File: config.mk
export PLATFORM = sky130hd
export DESIGN_NAME = timeout_table_manager_unit_flat
export DESIGN_NICKNAME = d
export VERILOG_FILES = /design/src/rtl/ttm_pkg.sv /design/src/rtl/ttm_if.sv /design/src/rtl/timeout_table_manager_unit.sv /design/src/rtl/ttm_ctrl.sv /design/src/rtl/ttm_dpath.sv /design/src/flat_wrapper.sv
export SDC_FILE = /design/constraint.sdc
export NUM_CORES = 1
export LEC_CHECK = 0
export BUFFER_PORTS_ARGS = -buffer_cell sky130_fd_sc_hd__buf_2
export CORE_MARGIN = 3
export CORE_UTILIZATION = 61
export DETAILED_ROUTE_END_ITERATION = 7
export GPL_TIMING_DRIVEN = 0
export PLACE_DENSITY_LB_ADDON = 0.15
export SKIP_LAST_GASP = 1
export SLEW_MARGIN = 20
export SYNTH_ARGS = -nofsm -noshare
export SYNTH_HDL_FRONTEND = slang
export SYNTH_SLANG_ARGS = --single-unit
File: constraint.sdc
create_clock -name clk_i -period 5.5 [get_ports clk_i]
set_input_delay 0.275 -clock clk_i [delete_from_list [all_inputs] [get_ports clk_i]]
set_output_delay 0.275 -clock clk_i [all_outputs]
set_load 0.02 [all_outputs]
File: src/rtl/ttm_pkg.sv
// ----------------------------------------------------------------------------
// ttm_pkg
// Constants, codes and controller/datapath types of the timeout table.
// ----------------------------------------------------------------------------
package ttm_pkg;

  localparam int SLOTS    = 4;
  localparam int SlotIdxW = (SLOTS > 1) ? $clog2(SLOTS) : 1;
  localparam int CntW     = $clog2(SLOTS + 1);

  localparam int FuncW   = 2;
  localparam int IdW     = 8;
  localparam int DurW    = 15;
  localparam int RemW    = 16;
  localparam int MsW     = 8;
  localparam int StatusW = 3;

  localparam logic [MsW-1:0] MS_PER_TICK_RST = 8'd2;

  localparam logic [FuncW-1:0] FUNC_ADD    = 2'd0;
  localparam logic [FuncW-1:0] FUNC_CANCEL = 2'd1;
  localparam logic [FuncW-1:0] FUNC_TICK   = 2'd2;

  localparam logic [StatusW-1:0] STATUS_OK        = 3'd0;
  localparam logic [StatusW-1:0] STATUS_FULL      = 3'd1;
  localparam logic [StatusW-1:0] STATUS_NOT_FOUND = 3'd2;
  localparam logic [StatusW-1:0] STATUS_EXPIRED   = 3'd3;
  localparam logic [StatusW-1:0] STATUS_NONE      = 3'd4;

  // source of the data written into the slot table
  typedef enum logic [1:0] {
    WR_ITEM,
    WR_DEC,
    WR_LAST
  } wr_sel_e;

  typedef struct packed {
    logic                capture;
    logic                inc_idx;
    logic                wr_en;
    wr_sel_e             wr_sel;
    logic                wr_at_used;
    logic                inc_used;
    logic                dec_used;
    logic                set_pend;
    logic                load_out;
    logic [StatusW-1:0]  out_status;
    logic                out_from_pend;
    logic                out_last;
  } cmd_t;

  typedef struct packed {
    logic at_end;
    logic hit;
    logic expire;
    logic full;
    logic out_free;
    logic pend_valid;
  } sts_t;

endpackage

File: src/rtl/ttm_if.sv
// ----------------------------------------------------------------------------
// ttm_in_if / ttm_out_if
// Valid/ready channels for command items and result items.
// ----------------------------------------------------------------------------
interface ttm_in_if;
  logic                          valid;
  logic                          ready;
  logic [ttm_pkg::FuncW-1:0]     func;
  logic [ttm_pkg::IdW-1:0]       timer_id;
  logic [ttm_pkg::DurW-1:0]      duration_ms;

  modport source (output valid, func, timer_id, duration_ms, input ready);
  modport sink   (input valid, func, timer_id, duration_ms, output ready);
endinterface

interface ttm_out_if;
  logic                          valid;
  logic                          ready;
  logic [ttm_pkg::StatusW-1:0]   status;
  logic [ttm_pkg::IdW-1:0]       expired_id;
  logic                          last;

  modport source (output valid, status, expired_id, last, input ready);
  modport sink   (input valid, status, expired_id, last, output ready);
endinterface

File: src/rtl/timeout_table_manager_unit.sv
// ----------------------------------------------------------------------------
// timeout_table_manager_unit
// Table of pending timeouts: add/rearm, cancel, and tick with expiry report.
// ----------------------------------------------------------------------------
//  channel   dir   handshake            payload
//  in_if     in    valid/ready          func, timer_id, duration_ms
//  out_if    out   valid/ready          status, expired_id, last
//  cfg       in    cfg_we_i (no ready)  cfg_wdata_i = ms_per_tick
//
// Each table entry visited is read in a read state and then evaluated in an
// evaluate state, since the slot memory has registered reads. An add or cancel
// walks until a hit or the end of the table; a tick visits every used entry.
// A new item is taken as soon as the final result sits in the output register.
// Reset empties the table and sets ms_per_tick to 2; no clearing pass.
// A full output register holds the walk where a result must be loaded, until it drains.
// ----------------------------------------------------------------------------
module timeout_table_manager_unit (
  input  logic                    clk_i,
  input  logic                    rst_ni,
  input  logic                    cfg_we_i,
  input  logic [ttm_pkg::MsW-1:0] cfg_wdata_i,
  ttm_in_if.sink                  in_if,
  ttm_out_if.source               out_if
);

  ttm_pkg::cmd_t cmd;
  ttm_pkg::sts_t sts;

  ttm_ctrl u_ctrl (
    .clk_i      (clk_i),
    .rst_ni     (rst_ni),
    .in_valid_i (in_if.valid),
    .in_func_i  (in_if.func),
    .in_ready_o (in_if.ready),
    .sts_i      (sts),
    .cmd_o      (cmd)
  );

  ttm_dpath u_dpath (
    .clk_i            (clk_i),
    .rst_ni           (rst_ni),
    .cfg_we_i         (cfg_we_i),
    .cfg_wdata_i      (cfg_wdata_i),
    .in_timer_id_i    (in_if.timer_id),
    .in_duration_ms_i (in_if.duration_ms),
    .cmd_i            (cmd),
    .sts_o            (sts),
    .out_ready_i      (out_if.ready),
    .out_valid_o      (out_if.valid),
    .out_status_o     (out_if.status),
    .out_expired_id_o (out_if.expired_id),
    .out_last_o       (out_if.last)
  );

endmodule

File: src/rtl/ttm_ctrl.sv
// ----------------------------------------------------------------------------
// ttm_ctrl
// Sequencer: walks the slot table one entry per read/evaluate pair.
// ----------------------------------------------------------------------------
module ttm_ctrl (
  input  logic                      clk_i,
  input  logic                      rst_ni,
  input  logic                      in_valid_i,
  input  logic [ttm_pkg::FuncW-1:0] in_func_i,
  output logic                      in_ready_o,
  input  ttm_pkg::sts_t             sts_i,
  output ttm_pkg::cmd_t             cmd_o
);

  localparam logic [2:0] S_IDLE   = 3'd0;
  localparam logic [2:0] S_ADD_RD = 3'd1;
  localparam logic [2:0] S_ADD_EV = 3'd2;
  localparam logic [2:0] S_CAN_RD = 3'd3;
  localparam logic [2:0] S_CAN_EV = 3'd4;
  localparam logic [2:0] S_TCK_RD = 3'd5;
  localparam logic [2:0] S_TCK_EV = 3'd6;

  logic [2:0] state_q, state_d;

  always_ff @(posedge clk_i or negedge rst_ni) begin
    if (!rst_ni) begin
      state_q <= S_IDLE;
    end else begin
      state_q <= state_d;
    end
  end

  assign in_ready_o = (state_q == S_IDLE);

  always_comb begin
    state_d = state_q;
    cmd_o   = '0;
    cmd_o.wr_sel = ttm_pkg::WR_ITEM;
    case (state_q)
      S_IDLE: begin
        if (in_valid_i) begin
          case (in_func_i)
            ttm_pkg::FUNC_ADD: begin
              cmd_o.capture = 1'b1;
              state_d = S_ADD_RD;
            end
            ttm_pkg::FUNC_CANCEL: begin
              cmd_o.capture = 1'b1;
              state_d = S_CAN_RD;
            end
            ttm_pkg::FUNC_TICK: begin
              cmd_o.capture = 1'b1;
              state_d = S_TCK_RD;
            end
            default: ;  // unused code: item dropped
          endcase
        end
      end
      S_ADD_RD: state_d = S_ADD_EV;
      S_CAN_RD: state_d = S_CAN_EV;
      S_TCK_RD: state_d = S_TCK_EV;
      S_ADD_EV: begin
        if (sts_i.hit) begin
          if (sts_i.out_free) begin
            cmd_o.wr_en      = 1'b1;
            cmd_o.load_out   = 1'b1;
            cmd_o.out_status = ttm_pkg::STATUS_OK;
            cmd_o.out_last   = 1'b1;
            state_d = S_IDLE;
          end
        end else if (sts_i.at_end) begin
          if (sts_i.out_free) begin
            cmd_o.load_out = 1'b1;
            cmd_o.out_last = 1'b1;
            if (sts_i.full) begin
              cmd_o.out_status = ttm_pkg::STATUS_FULL;
            end else begin
              cmd_o.out_status = ttm_pkg::STATUS_OK;
              cmd_o.wr_en      = 1'b1;
              cmd_o.wr_at_used = 1'b1;
              cmd_o.inc_used   = 1'b1;
            end
            state_d = S_IDLE;
          end
        end else begin
          cmd_o.inc_idx = 1'b1;
          state_d = S_ADD_RD;
        end
      end
      S_CAN_EV: begin
        if (sts_i.hit) begin
          if (sts_i.out_free) begin
            cmd_o.wr_en      = 1'b1;
            cmd_o.wr_sel     = ttm_pkg::WR_LAST;
            cmd_o.dec_used   = 1'b1;
            cmd_o.load_out   = 1'b1;
            cmd_o.out_status = ttm_pkg::STATUS_OK;
            cmd_o.out_last   = 1'b1;
            state_d = S_IDLE;
          end
        end else if (sts_i.at_end) begin
          if (sts_i.out_free) begin
            cmd_o.load_out   = 1'b1;
            cmd_o.out_status = ttm_pkg::STATUS_NOT_FOUND;
            cmd_o.out_last   = 1'b1;
            state_d = S_IDLE;
          end
        end else begin
          cmd_o.inc_idx = 1'b1;
          state_d = S_CAN_RD;
        end
      end
      S_TCK_EV: begin
        if (sts_i.at_end) begin
          // flush the held expiry as the final result, or report none
          if (sts_i.out_free) begin
            cmd_o.load_out      = 1'b1;
            cmd_o.out_status    = sts_i.pend_valid ? ttm_pkg::STATUS_EXPIRED
                                                   : ttm_pkg::STATUS_NONE;
            cmd_o.out_from_pend = sts_i.pend_valid;
            cmd_o.out_last      = 1'b1;
            state_d = S_IDLE;
          end
        end else if (sts_i.expire) begin
          // one expiry is held back so the last one can be flagged
          if (!sts_i.pend_valid || sts_i.out_free) begin
            cmd_o.load_out      = sts_i.pend_valid;
            cmd_o.out_status    = ttm_pkg::STATUS_EXPIRED;
            cmd_o.out_from_pend = 1'b1;
            cmd_o.wr_en         = 1'b1;
            cmd_o.wr_sel        = ttm_pkg::WR_LAST;
            cmd_o.dec_used      = 1'b1;
            cmd_o.set_pend      = 1'b1;
            state_d = S_TCK_RD;
          end
        end else begin
          cmd_o.wr_en   = 1'b1;
          cmd_o.wr_sel  = ttm_pkg::WR_DEC;
          cmd_o.inc_idx = 1'b1;
          state_d = S_TCK_RD;
        end
      end
      default: state_d = S_IDLE;
    endcase
  end

endmodule

File: src/rtl/ttm_dpath.sv
// ----------------------------------------------------------------------------
// ttm_dpath
// Slot table memory, walk index, held expiry and result register.
// ----------------------------------------------------------------------------
module ttm_dpath (
  input  logic                        clk_i,
  input  logic                        rst_ni,
  input  logic                        cfg_we_i,
  input  logic [ttm_pkg::MsW-1:0]     cfg_wdata_i,
  input  logic [ttm_pkg::IdW-1:0]     in_timer_id_i,
  input  logic [ttm_pkg::DurW-1:0]    in_duration_ms_i,
  input  ttm_pkg::cmd_t               cmd_i,
  output ttm_pkg::sts_t               sts_o,
  input  logic                        out_ready_i,
  output logic                        out_valid_o,
  output logic [ttm_pkg::StatusW-1:0] out_status_o,
  output logic [ttm_pkg::IdW-1:0]     out_expired_id_o,
  output logic                        out_last_o
);

  logic [ttm_pkg::IdW-1:0]          id_mem  [ttm_pkg::SLOTS];
  logic [ttm_pkg::RemW-1:0]         rem_mem [ttm_pkg::SLOTS];

  logic [ttm_pkg::MsW-1:0]          ms_q;
  logic [ttm_pkg::CntW-1:0]         used_q, idx_q;
  logic                             pend_valid_q;
  logic [ttm_pkg::IdW-1:0]          pend_id_q;
  logic [ttm_pkg::IdW-1:0]          id_q;
  logic [ttm_pkg::DurW-1:0]         dur_q;
  logic [ttm_pkg::IdW-1:0]          rd0_id_q, rd1_id_q;
  logic [ttm_pkg::RemW-1:0]         rd0_rem_q, rd1_rem_q;
  logic                             out_valid_q;
  logic [ttm_pkg::StatusW-1:0]      out_status_q;
  logic [ttm_pkg::IdW-1:0]          out_id_q;
  logic                             out_last_q;

  logic [ttm_pkg::CntW-1:0]         last_cnt;
  logic [ttm_pkg::SlotIdxW-1:0]     waddr;
  logic [ttm_pkg::IdW-1:0]          wid;
  logic [ttm_pkg::RemW-1:0]         wrem;
  logic signed [ttm_pkg::RemW:0]    diff;

  assign last_cnt = used_q - ttm_pkg::CntW'(1);
  assign diff = $signed({rd0_rem_q[ttm_pkg::RemW-1], rd0_rem_q})
              - $signed({(ttm_pkg::RemW + 1 - ttm_pkg::MsW)'(0), ms_q});

  assign waddr = cmd_i.wr_at_used ? used_q[ttm_pkg::SlotIdxW-1:0]
                                  : idx_q[ttm_pkg::SlotIdxW-1:0];

  always_comb begin
    case (cmd_i.wr_sel)
      ttm_pkg::WR_DEC: begin
        wid  = rd0_id_q;
        wrem = diff[ttm_pkg::RemW-1:0];
      end
      ttm_pkg::WR_LAST: begin
        wid  = rd1_id_q;
        wrem = rd1_rem_q;
      end
      default: begin
        wid  = id_q;
        wrem = {1'b0, dur_q};
      end
    endcase
  end

  // table: one write port, reads at the walk index and at the last used slot
  always_ff @(posedge clk_i) begin
    if (cmd_i.wr_en) begin
      id_mem[waddr]  <= wid;
      rem_mem[waddr] <= wrem;
    end
    rd0_id_q  <= id_mem[idx_q[ttm_pkg::SlotIdxW-1:0]];
    rd0_rem_q <= rem_mem[idx_q[ttm_pkg::SlotIdxW-1:0]];
    rd1_id_q  <= id_mem[last_cnt[ttm_pkg::SlotIdxW-1:0]];
    rd1_rem_q <= rem_mem[last_cnt[ttm_pkg::SlotIdxW-1:0]];
  end

  always_ff @(posedge clk_i or negedge rst_ni) begin
    if (!rst_ni) begin
      ms_q         <= ttm_pkg::MS_PER_TICK_RST;
      used_q       <= '0;
      idx_q        <= '0;
      pend_valid_q <= 1'b0;
      out_valid_q  <= 1'b0;
    end else begin
      if (cfg_we_i) begin
        ms_q <= cfg_wdata_i;
      end
      if (cmd_i.inc_used) begin
        used_q <= used_q + ttm_pkg::CntW'(1);
      end else if (cmd_i.dec_used) begin
        used_q <= last_cnt;
      end
      if (cmd_i.capture) begin
        idx_q <= '0;
      end else if (cmd_i.inc_idx) begin
        idx_q <= idx_q + ttm_pkg::CntW'(1);
      end
      if (cmd_i.capture) begin
        pend_valid_q <= 1'b0;
      end else if (cmd_i.set_pend) begin
        pend_valid_q <= 1'b1;
      end
      if (cmd_i.load_out) begin
        out_valid_q <= 1'b1;
      end else if (out_ready_i) begin
        out_valid_q <= 1'b0;
      end
    end
  end

  always_ff @(posedge clk_i) begin
    if (cmd_i.capture) begin
      id_q  <= in_timer_id_i;
      dur_q <= in_duration_ms_i;
    end
    if (cmd_i.set_pend) begin
      pend_id_q <= rd0_id_q;
    end
    if (cmd_i.load_out) begin
      out_status_q <= cmd_i.out_status;
      out_id_q     <= cmd_i.out_from_pend ? pend_id_q : '0;
      out_last_q   <= cmd_i.out_last;
    end
  end

  always_comb begin
    sts_o.at_end     = (idx_q >= used_q);
    sts_o.hit        = (idx_q < used_q) && (rd0_id_q == id_q);
    sts_o.expire     = diff[ttm_pkg::RemW] || (diff == '0);
    sts_o.full       = (used_q == ttm_pkg::CntW'(ttm_pkg::SLOTS));
    sts_o.out_free   = !out_valid_q || out_ready_i;
    sts_o.pend_valid = pend_valid_q;
  end

  assign out_valid_o      = out_valid_q;
  assign out_status_o     = out_status_q;
  assign out_expired_id_o = out_id_q;
  assign out_last_o       = out_last_q;

endmodule

File: src/flat_wrapper.sv
// flat-port wrapper written by rule: the top's interface ports become plain ports
module timeout_table_manager_unit_flat 
  (clk_i, rst_ni, cfg_we_i, cfg_wdata_i, in_if_valid, in_if_func, in_if_timer_id, in_if_duration_ms, in_if_ready, out_if_valid, out_if_status, out_if_expired_id, out_if_last, out_if_ready);
  ttm_in_if in_if_i ();
  ttm_out_if out_if_i ();
  input  logic clk_i;
  input  logic rst_ni;
  input  logic cfg_we_i;
  input  logic [ttm_pkg::MsW-1:0] cfg_wdata_i;
  input wire logic [$bits(in_if_i.valid)-1:0] in_if_valid;
  input wire logic [$bits(in_if_i.func)-1:0] in_if_func;
  input wire logic [$bits(in_if_i.timer_id)-1:0] in_if_timer_id;
  input wire logic [$bits(in_if_i.duration_ms)-1:0] in_if_duration_ms;
  output wire logic [$bits(in_if_i.ready)-1:0] in_if_ready;
  output wire logic [$bits(out_if_i.valid)-1:0] out_if_valid;
  output wire logic [$bits(out_if_i.status)-1:0] out_if_status;
  output wire logic [$bits(out_if_i.expired_id)-1:0] out_if_expired_id;
  output wire logic [$bits(out_if_i.last)-1:0] out_if_last;
  input wire logic [$bits(out_if_i.ready)-1:0] out_if_ready;
  assign in_if_i.valid = in_if_valid;
  assign in_if_i.func = in_if_func;
  assign in_if_i.timer_id = in_if_timer_id;
  assign in_if_i.duration_ms = in_if_duration_ms;
  assign in_if_ready = in_if_i.ready;
  assign out_if_valid = out_if_i.valid;
  assign out_if_status = out_if_i.status;
  assign out_if_expired_id = out_if_i.expired_id;
  assign out_if_last = out_if_i.last;
  assign out_if_i.ready = out_if_ready;
  timeout_table_manager_unit u_core (.clk_i(clk_i), .rst_ni(rst_ni), .cfg_we_i(cfg_we_i), .cfg_wdata_i(cfg_wdata_i), .in_if(in_if_i), .out_if(out_if_i));
endmodule
==> results.json, run 1 <==
{
  "final_cell_mix": "edfxtp_1, nand2_1, buf_2, mux4_2, dfxtp_1",
  "ff2ff_setup_slack_ns": 0.46,
  "power_density_nw_per_um2": 560,
  "finClkSkew_ns": 0.0177,
  "grt_pass1_vias": 6027,
  "regArea_um2": 5610,
  "pwr-share-clk_pct": 25.0,
  "clkTransAtPathRegs_ns": 0.06,
  "finalInstanceArea_um2": 10700,
  "core_um2": 14100,
  "fin_crit_sh_pct": 91.6,
  "wl_mm": 20.1,
  "holdWs_ns": 0.00751,
  "synth_flop_cell": "edfxtp_1",
  "drt_iter0_drc": 583,
  "globalRouteOverflowTotal": 0,
  "cp_max_fo": 19,
  "cp-end-kind": "register",
  "path_cells": "buf_2 > inv_1 > ha_1 > nand2b_1 > a21o_1 > a21oi_2 > nor2b_1 > nand2_1 > a2111oi_4 > nor2_4 > ha_1 > clkbuf_1 > clkbuf_1 > nand2_1 > o21ai_0",
  "clockBufferDepth": 3,
  "dp.cells": 847,
  "h-tree-depth": 1,
  "diodes": 0,
  "critical_path.top_delay_family": "buffers and inverters",
  "cts_made_buffers": 22,
  "yosys_register_bits": 206,
  "worstSetupStartpointType": "register",
  "p_sw_share_pct": 35.0,
  "cp.required_ns": 5.78,
  "synth_edf_count": 139,
  "outcome": "finished, final reports clean",
  "startpoint": "u_core.u_dpath.idx_q[0]",
  "cts_tree": "done",
  "arrival_ns": 5.31,
  "multi_input_area_um2": 3210,
  "drtAntennaViolNets": 0,
  "boundaryPins": 52,
  "path_buf_inv": 4,
  "intPower_mw": 3.89,
  "crit_type": "register to register",
  "die-height_um": 127,
  "reg2reg_depth": 15,
  "comb_power_share_pct": 36.1,
  "grt_pass1_wl_mm": 32.2,
  "drt-pass1-iter-count": 5,
  "dieWidth_um": 127,
  "r2r-end": "u_core.u_dpath.rem_mem[3][14]",
  "max_stage_delay_ns": 0.56,
  "synth_nets": 672,
  "drive_above_1_share_pct": 23.7,
  "place.gp.congestion": 0.886,
  "track_usage_pct": 25.6,
  "routedWlPerCell_um": 22.0,
  "syn_area_um2": 8970,
  "fin_util_pct": 75.4,
  "final_common_cell": "edfxtp_1",
  "switching_power_mw": 2.09,
  "grt_max_degree": 25,
  "endpoint": "u_core.u_dpath.rem_mem[3][14]",
  "syn_avg_cell_area_um2": 14.7,
  "numClockSinks": 206,
  "fill_cells": 841,
  "hpwl_mm": 13.2,
  "antenna_found_initial": 0,
  "initial_core_util_pct": 63.4,
  "setup_viol": 0,
  "netlist_instances": 612,
  "placed_area_um2": 9600,
  "final_nets": 781,
  "postCtsSetupBuffers": 0,
  "seq_area_frac_synth_pct": 62.6,
  "fin_cells": 917,
  "hold_class": "primary input to register",
  "power_leakage_nw": 3.90,
  "fin_crit_ns": 5.04,
  "timing.fmax_ghz": 0.199,
  "portBuffers": 51,
  "rsz0062_at_grt": "false",
  "area_growth_pct": 18.9,
  "r2r_start": "u_core.u_dpath.idx_q[0]",
  "crit_cells": 15,
  "clock_latency_ns": 0.51,
  "drc_errors": 0,
  "num_rows": 43,
  "crit_slowest_cell": "buf_2",
  "hold_violations": 0,
  "tightest_slew_ns": 0.939,
  "tns_ns": 0,
  "dieArea_um2": 16200,
  "yosys_warnings": 0,
  "finalMaxSlewViolations": 0,
  "vias": 5706,
  "cts-root-buf": "clkbuf_16",
  "cap_violations": 0,
  "ir_drop_mv": 0.393,
  "synthArstFlopShare_pct": 9.22,
  "max_slew_margin_pct": 37.4,
  "synth_cell_types": 61,
  "vias_per_cell": 6.22,
  "pwr-share-seq_pct": 38.8
}
[worst reg2reg max path, stage by stage (launching register included)]
cell       delay [ns]
dfrtp_1          0.34
buf_2            0.56
inv_1            0.25
ha_1             0.33
nand2b_1         0.14
a21o_1           0.19
a21oi_2          0.39
nor2b_1          0.35
nand2_1          0.17
a2111oi_4        0.26
nor2_4           0.10
ha_1             0.34
clkbuf_1         0.49
clkbuf_1         0.52
nand2_1          0.16
o21ai_0          0.21
[logic make-up (layout without fill, tap and decap cells)]
group | Yosys count | after routing | synth area share (%)
DFF | 206 | 206 | 62.6
and+or+nand+nor | 144 | 144 | 7.78
AOI/OAI and AO/OA | 117 | 117 | 9.75
muxes | 53 | 53 | 12.7
buffers and inverters | 51 | 176 | 2.16
adders and majority gates | 22 | 22 | 3.15
xor gates and xnor gates | 19 | 19 | 1.94
[state kept, by name (all words and copies together) (netlist names)]
| register | flops |
|---|---|
| u_core.u_ctrl.state_q | 3 |
| u_core.u_dpath.dur_q | 15 |
| u_core.u_dpath.id_mem | 32 |
| u_core.u_dpath.id_q | 8 |
| u_core.u_dpath.idx_q | 3 |
| u_core.u_dpath.ms_q | 8 |
| u_core.u_dpath.out_expired_id_o | 8 |
| u_core.u_dpath.out_last_o | 1 |
| u_core.u_dpath.out_status_o | 3 |
| u_core.u_dpath.out_valid_o | 1 |
| u_core.u_dpath.pend_id_q | 8 |
| u_core.u_dpath.pend_valid_q | 1 |
| u_core.u_dpath.rd0_id_q | 8 |
| u_core.u_dpath.rd0_rem_q | 16 |
| u_core.u_dpath.rd1_id_q | 8 |
| u_core.u_dpath.rd1_rem_q | 16 |
| u_core.u_dpath.rem_mem | 64 |
| u_core.u_dpath.used_q | 3 |
[worst min-delay path by stage]
stage | cells after the start | from | endpoint | slack [ns]
global route | 2 | cfg_wdata_i[0] | u_core.u_dpath.ms_q[0] | 0.002
detailed placement | 1 | rst_ni | u_core.u_dpath.ms_q[0] | 0.26
global placement | 1 | rst_ni | u_core.u_dpath.ms_q[0] | 0.24
finish | 2 | cfg_wdata_i[0] | u_core.u_dpath.ms_q[0] | 0.008
CTS | 2 | cfg_wdata_i[0] | u_core.u_dpath.ms_q[0] | 0.001
floorplan | 0 | rst_ni | u_core.u_ctrl.state_q[0] | -0.02
[power groups by stage]
stage	combinational, mW	clock [mW]	sequential [mW]
2_1_floorplan	1.52	0	2.30
6_report	2.16	1.50	2.32
4_1_cts	2.14	1.52	2.32
5_1_grt	2.33	1.58	2.35
3_5_place_dp	2.10	0	2.34
3_3_place_gp	1.99	0	2.33
[routing by layer]
layer | GRT usage (%) | wire [um] | vias up | part of all wire [%]
met1 | 33.5 | 8190 | 2848 | 41
li1 | - | - | 2566 | -
met5 | 0 | 0 | - | 0
met2 | 43.7 | 9970 | 236 | 50
met3 | 4.89 | 1370 | 56 | 6.8
met4 | 8.45 | 599 | 0 | 3.0
[Yosys cell counts, types with 3 or more instances]
| cell | instances | area, um2 |
|---|---|---|
| edfxtp_1 | 139 | 4170 |
| a21oi_1 | 11 | 55.1 |
| nor3_1 | 12 | 60.1 |
| a21oi_2 | 3 | 26.3 |
| or3_1 | 5 | 31.3 |
| nand2_1 | 53 | 199 |
| mux2_2 | 4 | 45.0 |
| buf_1 | 3 | 11.3 |
| clkbuf_1 | 23 | 86.3 |
| mux4_2 | 48 | 1080 |
| dfxtp_1 | 48 | 961 |
| nand2b_1 | 4 | 25.0 |
| a21o_1 | 8 | 60.1 |
| dfrtp_1 | 18 | 450 |
| ha_1 | 21 | 263 |
| nand4_1 | 5 | 31.3 |
| and2_1 | 13 | 81.3 |
| a22oi_1 | 18 | 135 |
| o21ai_0 | 40 | 200 |
| nor2_1 | 27 | 101 |
| nand3_1 | 5 | 25.0 |
| nor4_1 | 4 | 25.0 |
| xor2_1 | 12 | 105 |
| xnor2_1 | 6 | 52.6 |
| o211ai_1 | 3 | 22.5 |
| nor2b_1 | 6 | 37.5 |
| nor2_2 | 3 | 18.8 |
| a31oi_1 | 7 | 43.8 |
| inv_1 | 24 | 90.1 |
[cell type report]
type                    count  share of cell area, %
multi-input cells         355                   30.1
plain buffers              25                  0.892
clock inverters            15                   1.70
clock buffers              25                   5.36
well taps                 180                   2.11
repair buffers             86                   6.34
flip-flops and latches    206                   52.6
inverters                  25                  0.903
[through the flow]
stage                     power [mW]  setup WS (ns)
after floorplan                 3.83           1.06
after global placement          4.32         -0.892
after detailed placement        4.44         -0.239
after CTS                       5.98          0.411
after global routing            6.27         0.0142
final                           5.98          0.465
[timing repair]
| action | in CTS | in global routing |
|---|---|---|
| resized for setup | 1 | 1 |
| endpoints found under the setup margin | 80 | 4 |
| pin swaps | 0 | 0 |
| hold buffers | 31 | 0 |
| endpoints found under the hold margin | 48 | 0 |
Power figures use the tool's default switching activity.
==> run 2: changes to the inputs <==
--- a/config.mk
+++ b/config.mk
@@ -5,6 +5,7 @@
 export SDC_FILE = /design/constraint.sdc
 export NUM_CORES = 1
 export LEC_CHECK = 0
+export ABC_AREA = 1
 export BUFFER_PORTS_ARGS = -buffer_cell sky130_fd_sc_hd__buf_2
 export CORE_MARGIN = 3
 export CORE_UTILIZATION = 61
==> run 2 against run 1 <==
Compared with the run above: cell count increased by 42%; maximum frequency rose by 10%; cell area up 3.7%; count of clock-buffer cells in the layout is 5 higher; register-to-register slack improved by 0.46 ns; combinational power grew 10%; global-route usage increased by 3.0 points; worst hold slack better by 0.011 ns; via count rose by 34%; non-clock buffer count rose by 21; synthesized area increased by 3.8%; critical path type unchanged; highest routed layer unchanged.
==> results.json, run 2 <==
{
  "outcome": "finished, final reports clean",
  "synth_largest_area_cell": "edfxtp_1",
  "drive_above_1_share_pct": 11.6,
  "synth_compound_area_share_pct": 12.7,
  "dp.cells": 1226,
  "cts_resized": 0,
  "cp-end-kind": "register",
  "synthAdderAreaFrac_pct": 3.04,
  "timing.fmax_ghz": 0.219,
  "area_growth_pct": 18.7,
  "final_cell_mix": "nand2_1, nor2_1, edfxtp_1, o21ai_0, inv_1",
  "max_flop_register": "u_core.u_dpath.rem_mem",
  "synth_nets": 1044,
  "synthArstFlopShare_pct": 9.22,
  "synth-simple-area-share_pct": 17.6,
  "ff2ff_setup_slack_ns": 0.93,
  "pwr-share-seq_pct": 37.5,
  "tightest_slew_ns": 0.748,
  "hpwl_mm": 16.6,
  "regArea_um2": 5610,
  "grt_pass1_vias": 7287,
  "dieArea_um2": 16800,
  "holdWs_ns": 0.0184,
  "syn_avg_cell_area_um2": 9.47,
  "comb_power_share_pct": 38.0,
  "synth_cell_types": 33,
  "finalMaxSlewViolations": 0,
  "synth_edf_count": 139,
  "fin_crit_ns": 4.57,
  "wl_mm": 24.3,
  "numClockSinks": 206,
  "p_sw_share_pct": 39.6,
  "clock_latency_ns": 0.52,
  "synth.area.mux_share_pct": 0.121,
  "synth_top_family_by_area": "simple AND/OR/NAND/NOR gates",
  "core_um2": 14800,
  "portBuffers": 51,
  "boundaryPins": 52,
  "hold_path_depth": 2,
  "finClkSkew_ns": 0.0212,
  "clkTransAtPathRegs_ns": 0.06,
  "finalPower_mw": 6.27,
  "grt_max_degree": 23,
  "setup_viol": 0,
  "cap_violations": 0,
  "finalInstanceArea_um2": 11100,
  "synth_flop_cell": "edfxtp_1",
  "max_stage_delay_ns": 0.52,
  "placed_area_um2": 9960,
  "arrival_ns": 4.85,
  "track_usage_pct": 28.6,
  "vias_per_cell": 5.89,
  "max_slew_margin_pct": 50.1,
  "dieWidth_um": 130,
  "final_nets": 1158,
  "fin_crit_sh_pct": 83.1,
  "power_density_nw_per_um2": 567,
  "crit_slowest_cell": "clkbuf_1",
  "antenna_found_initial": 0,
  "pwr-share-clk_pct": 24.5,
  "h-tree-depth": 1,
  "cts_tree": "done",
  "final_common_cell": "nand2_1",
  "worstSetupStartpointType": "register",
  "cts_made_buffers": 22,
  "drc_errors": 0,
  "drtAntennaViolNets": 0,
  "largest_reg_flops": 64,
  "cp_max_fo": 10,
  "globalRouteOverflowTotal": 0,
  "rsz0062_at_grt": "false",
  "top_regs": "u_core.u_dpath.rem_mem (64), u_core.u_dpath.id_mem (32)",
  "yosysMostFrequentCell": "nand2_1",
  "whs_endpoint": "u_core.u_dpath.ms_q[1]",
  "power_leakage_nw": 4.51,
  "crit_type": "register to register",
  "ir_drop_mv": 0.357,
  "multi_input_area_um2": 3230,
  "hold_violations": 0,
  "cts-root-buf": "clkbuf_16",
  "yosys_warnings": 0,
  "fill_cells": 1019,
  "synthXorXnorAreaFrac_pct": 0.940,
  "fin_cells": 1298,
  "hold_class": "primary input to register",
  "intPower_mw": 3.78,
  "r2r-end": "u_core.u_dpath.rem_mem[3][5]",
  "die-height_um": 130,
  "worstHoldStart": "cfg_we_i",
  "drt_iter0_drc": 1067,
  "cp.required_ns": 5.77,
  "switching_power_mw": 2.48,
  "netlist_instances": 984,
  "drt-pass1-iter-count": 6,
  "initial_core_util_pct": 63.1,
  "seq_area_frac_synth_pct": 60.2,
  "synth.area.top_cells": "edfxtp_1, dfxtp_1, nand2_1",
  "grt_pass1_wl_mm": 36.9,
  "reg2reg_depth": 15,
  "r2r_start": "u_core.u_dpath.idx_q[0]",
  "num_rows": 44,
  "syn_area_um2": 9320,
  "routedWlPerCell_um": 18.7,
  "tns_ns": 0,
  "netlist_top_cells_count": "nand2_1, nor2_1, edfxtp_1",
  "place.gp.congestion": 0.918,
  "diodes": 0,
  "clockBufferDepth": 3,
  "path_cells": "inv_1 > clkbuf_1 > ha_1 > o21ai_0 > a31o_2 > nor2_1 > nand3_4 > nand2_1 > inv_1 > ha_1 > clkbuf_1 > inv_1 > clkbuf_1 > nor2_1 > a21oi_1",
  "yosys_register_bits": 206,
  "yosysTopAreaCellShare_pct": 44.8,
  "vias": 7643
}
[run 2: changes by cell type after synthesis, moves of 7 or more]
cell / previous run / this run
nor2_1: 27 / 155
nand2_1: 53 / 157
o21ai_0: 40 / 117
inv_1: 24 / 90
o22ai_1: 0 / 49
mux4_2: 48 / 0
nand3_1: 5 / 46
a21oi_1: 11 / 43
clkbuf_1: 23 / 40
a22oi_1: 18 / 3
and2_1: 13 / 0
nor2_2: 3 / 12
a21o_1: 8 / 0
a31oi_1: 7 / 0
[run 2: final cells by class]
cell class / instances / area share, %
Sequential cell: 206 / 50.7
Multi-Input combinational cell: 644 / 29.2
Timing Repair Buffer: 90 / 6.33
Clock buffer: 30 / 5.79
Inverter: 92 / 3.14
Tap cell: 184 / 2.08
Buffer: 42 / 1.45
Clock inverter: 10 / 1.26
[run 2: worst max-delay path: cells and delay by family (launching register included)]
kind            cells  cell delay, ns
simple gates        4            0.86
flops               1            0.46
fa+ha+maj           2            0.51
compound gates      3            0.86
buf+inv             6            1.63
[run 2: logic make-up after synthesis]
| family | count (synthesis) |
|---|---|
| mux | 1 |
| flops | 206 |
| compound gates | 219 |
| xor+xnor | 10 |
| fa+ha+maj | 22 |
| simple gates | 392 |
| buf+inv | 134 |
[run 2: power by group through the flow]
stage	Clock [mW]	Combinational [mW]	Sequential, mW
after floorplan	0	1.53	2.35
after global placement	0	2.17	2.37
after detailed placement	0	2.29	2.37
after CTS	1.55	2.32	2.34
after global routing	1.61	2.62	2.38
final	1.54	2.38	2.35
[run 2: stage by stage]
step	util [%]	setup WS, ns
final	75.0	0.927
after global routing	75.0	0.615
after CTS	74.9	1.00
after detailed placement	67.5	1.05
after global placement	66.4	0.472
after floorplan	-	2.00
[run 2: how the worst max path moves through the flow]
stage	cells past startpoint	startpoint	end
6_report	15	u_core.u_dpath.idx_q[0]	u_core.u_dpath.rem_mem[3][5]
5_1_grt	15	u_core.u_dpath.idx_q[0]	u_core.u_dpath.id_mem[1][1]
4_1_cts	14	u_core.u_dpath.idx_q[0]	u_core.u_dpath.id_mem[2][6]
3_5_place_dp	14	u_core.u_dpath.idx_q[0]	u_core.u_dpath.id_mem[1][6]
3_3_place_gp	15	u_core.u_dpath.idx_q[0]	u_core.u_dpath.rem_mem[3][10]
2_1_floorplan	14	u_core.u_dpath.used_q[2]	u_core.u_dpath.id_mem[0][0]
[run 2: what timing repair did]
action,4_1_cts,5_1_grt
hold buffers,31,1
buffers inserted,0,0
hold endpoints to repair,48,1
[run 2: per-layer routing]
metal	wire, um	track usage, %	part of all wire (%)	up-vias
met2	11200	45.9	46	469
met3	2680	5.73	11	89
li1	-	-	-	3575
met1	9550	38.5	39	3510
met4	862	11.9	3.5	0
met5	0	0	0	-
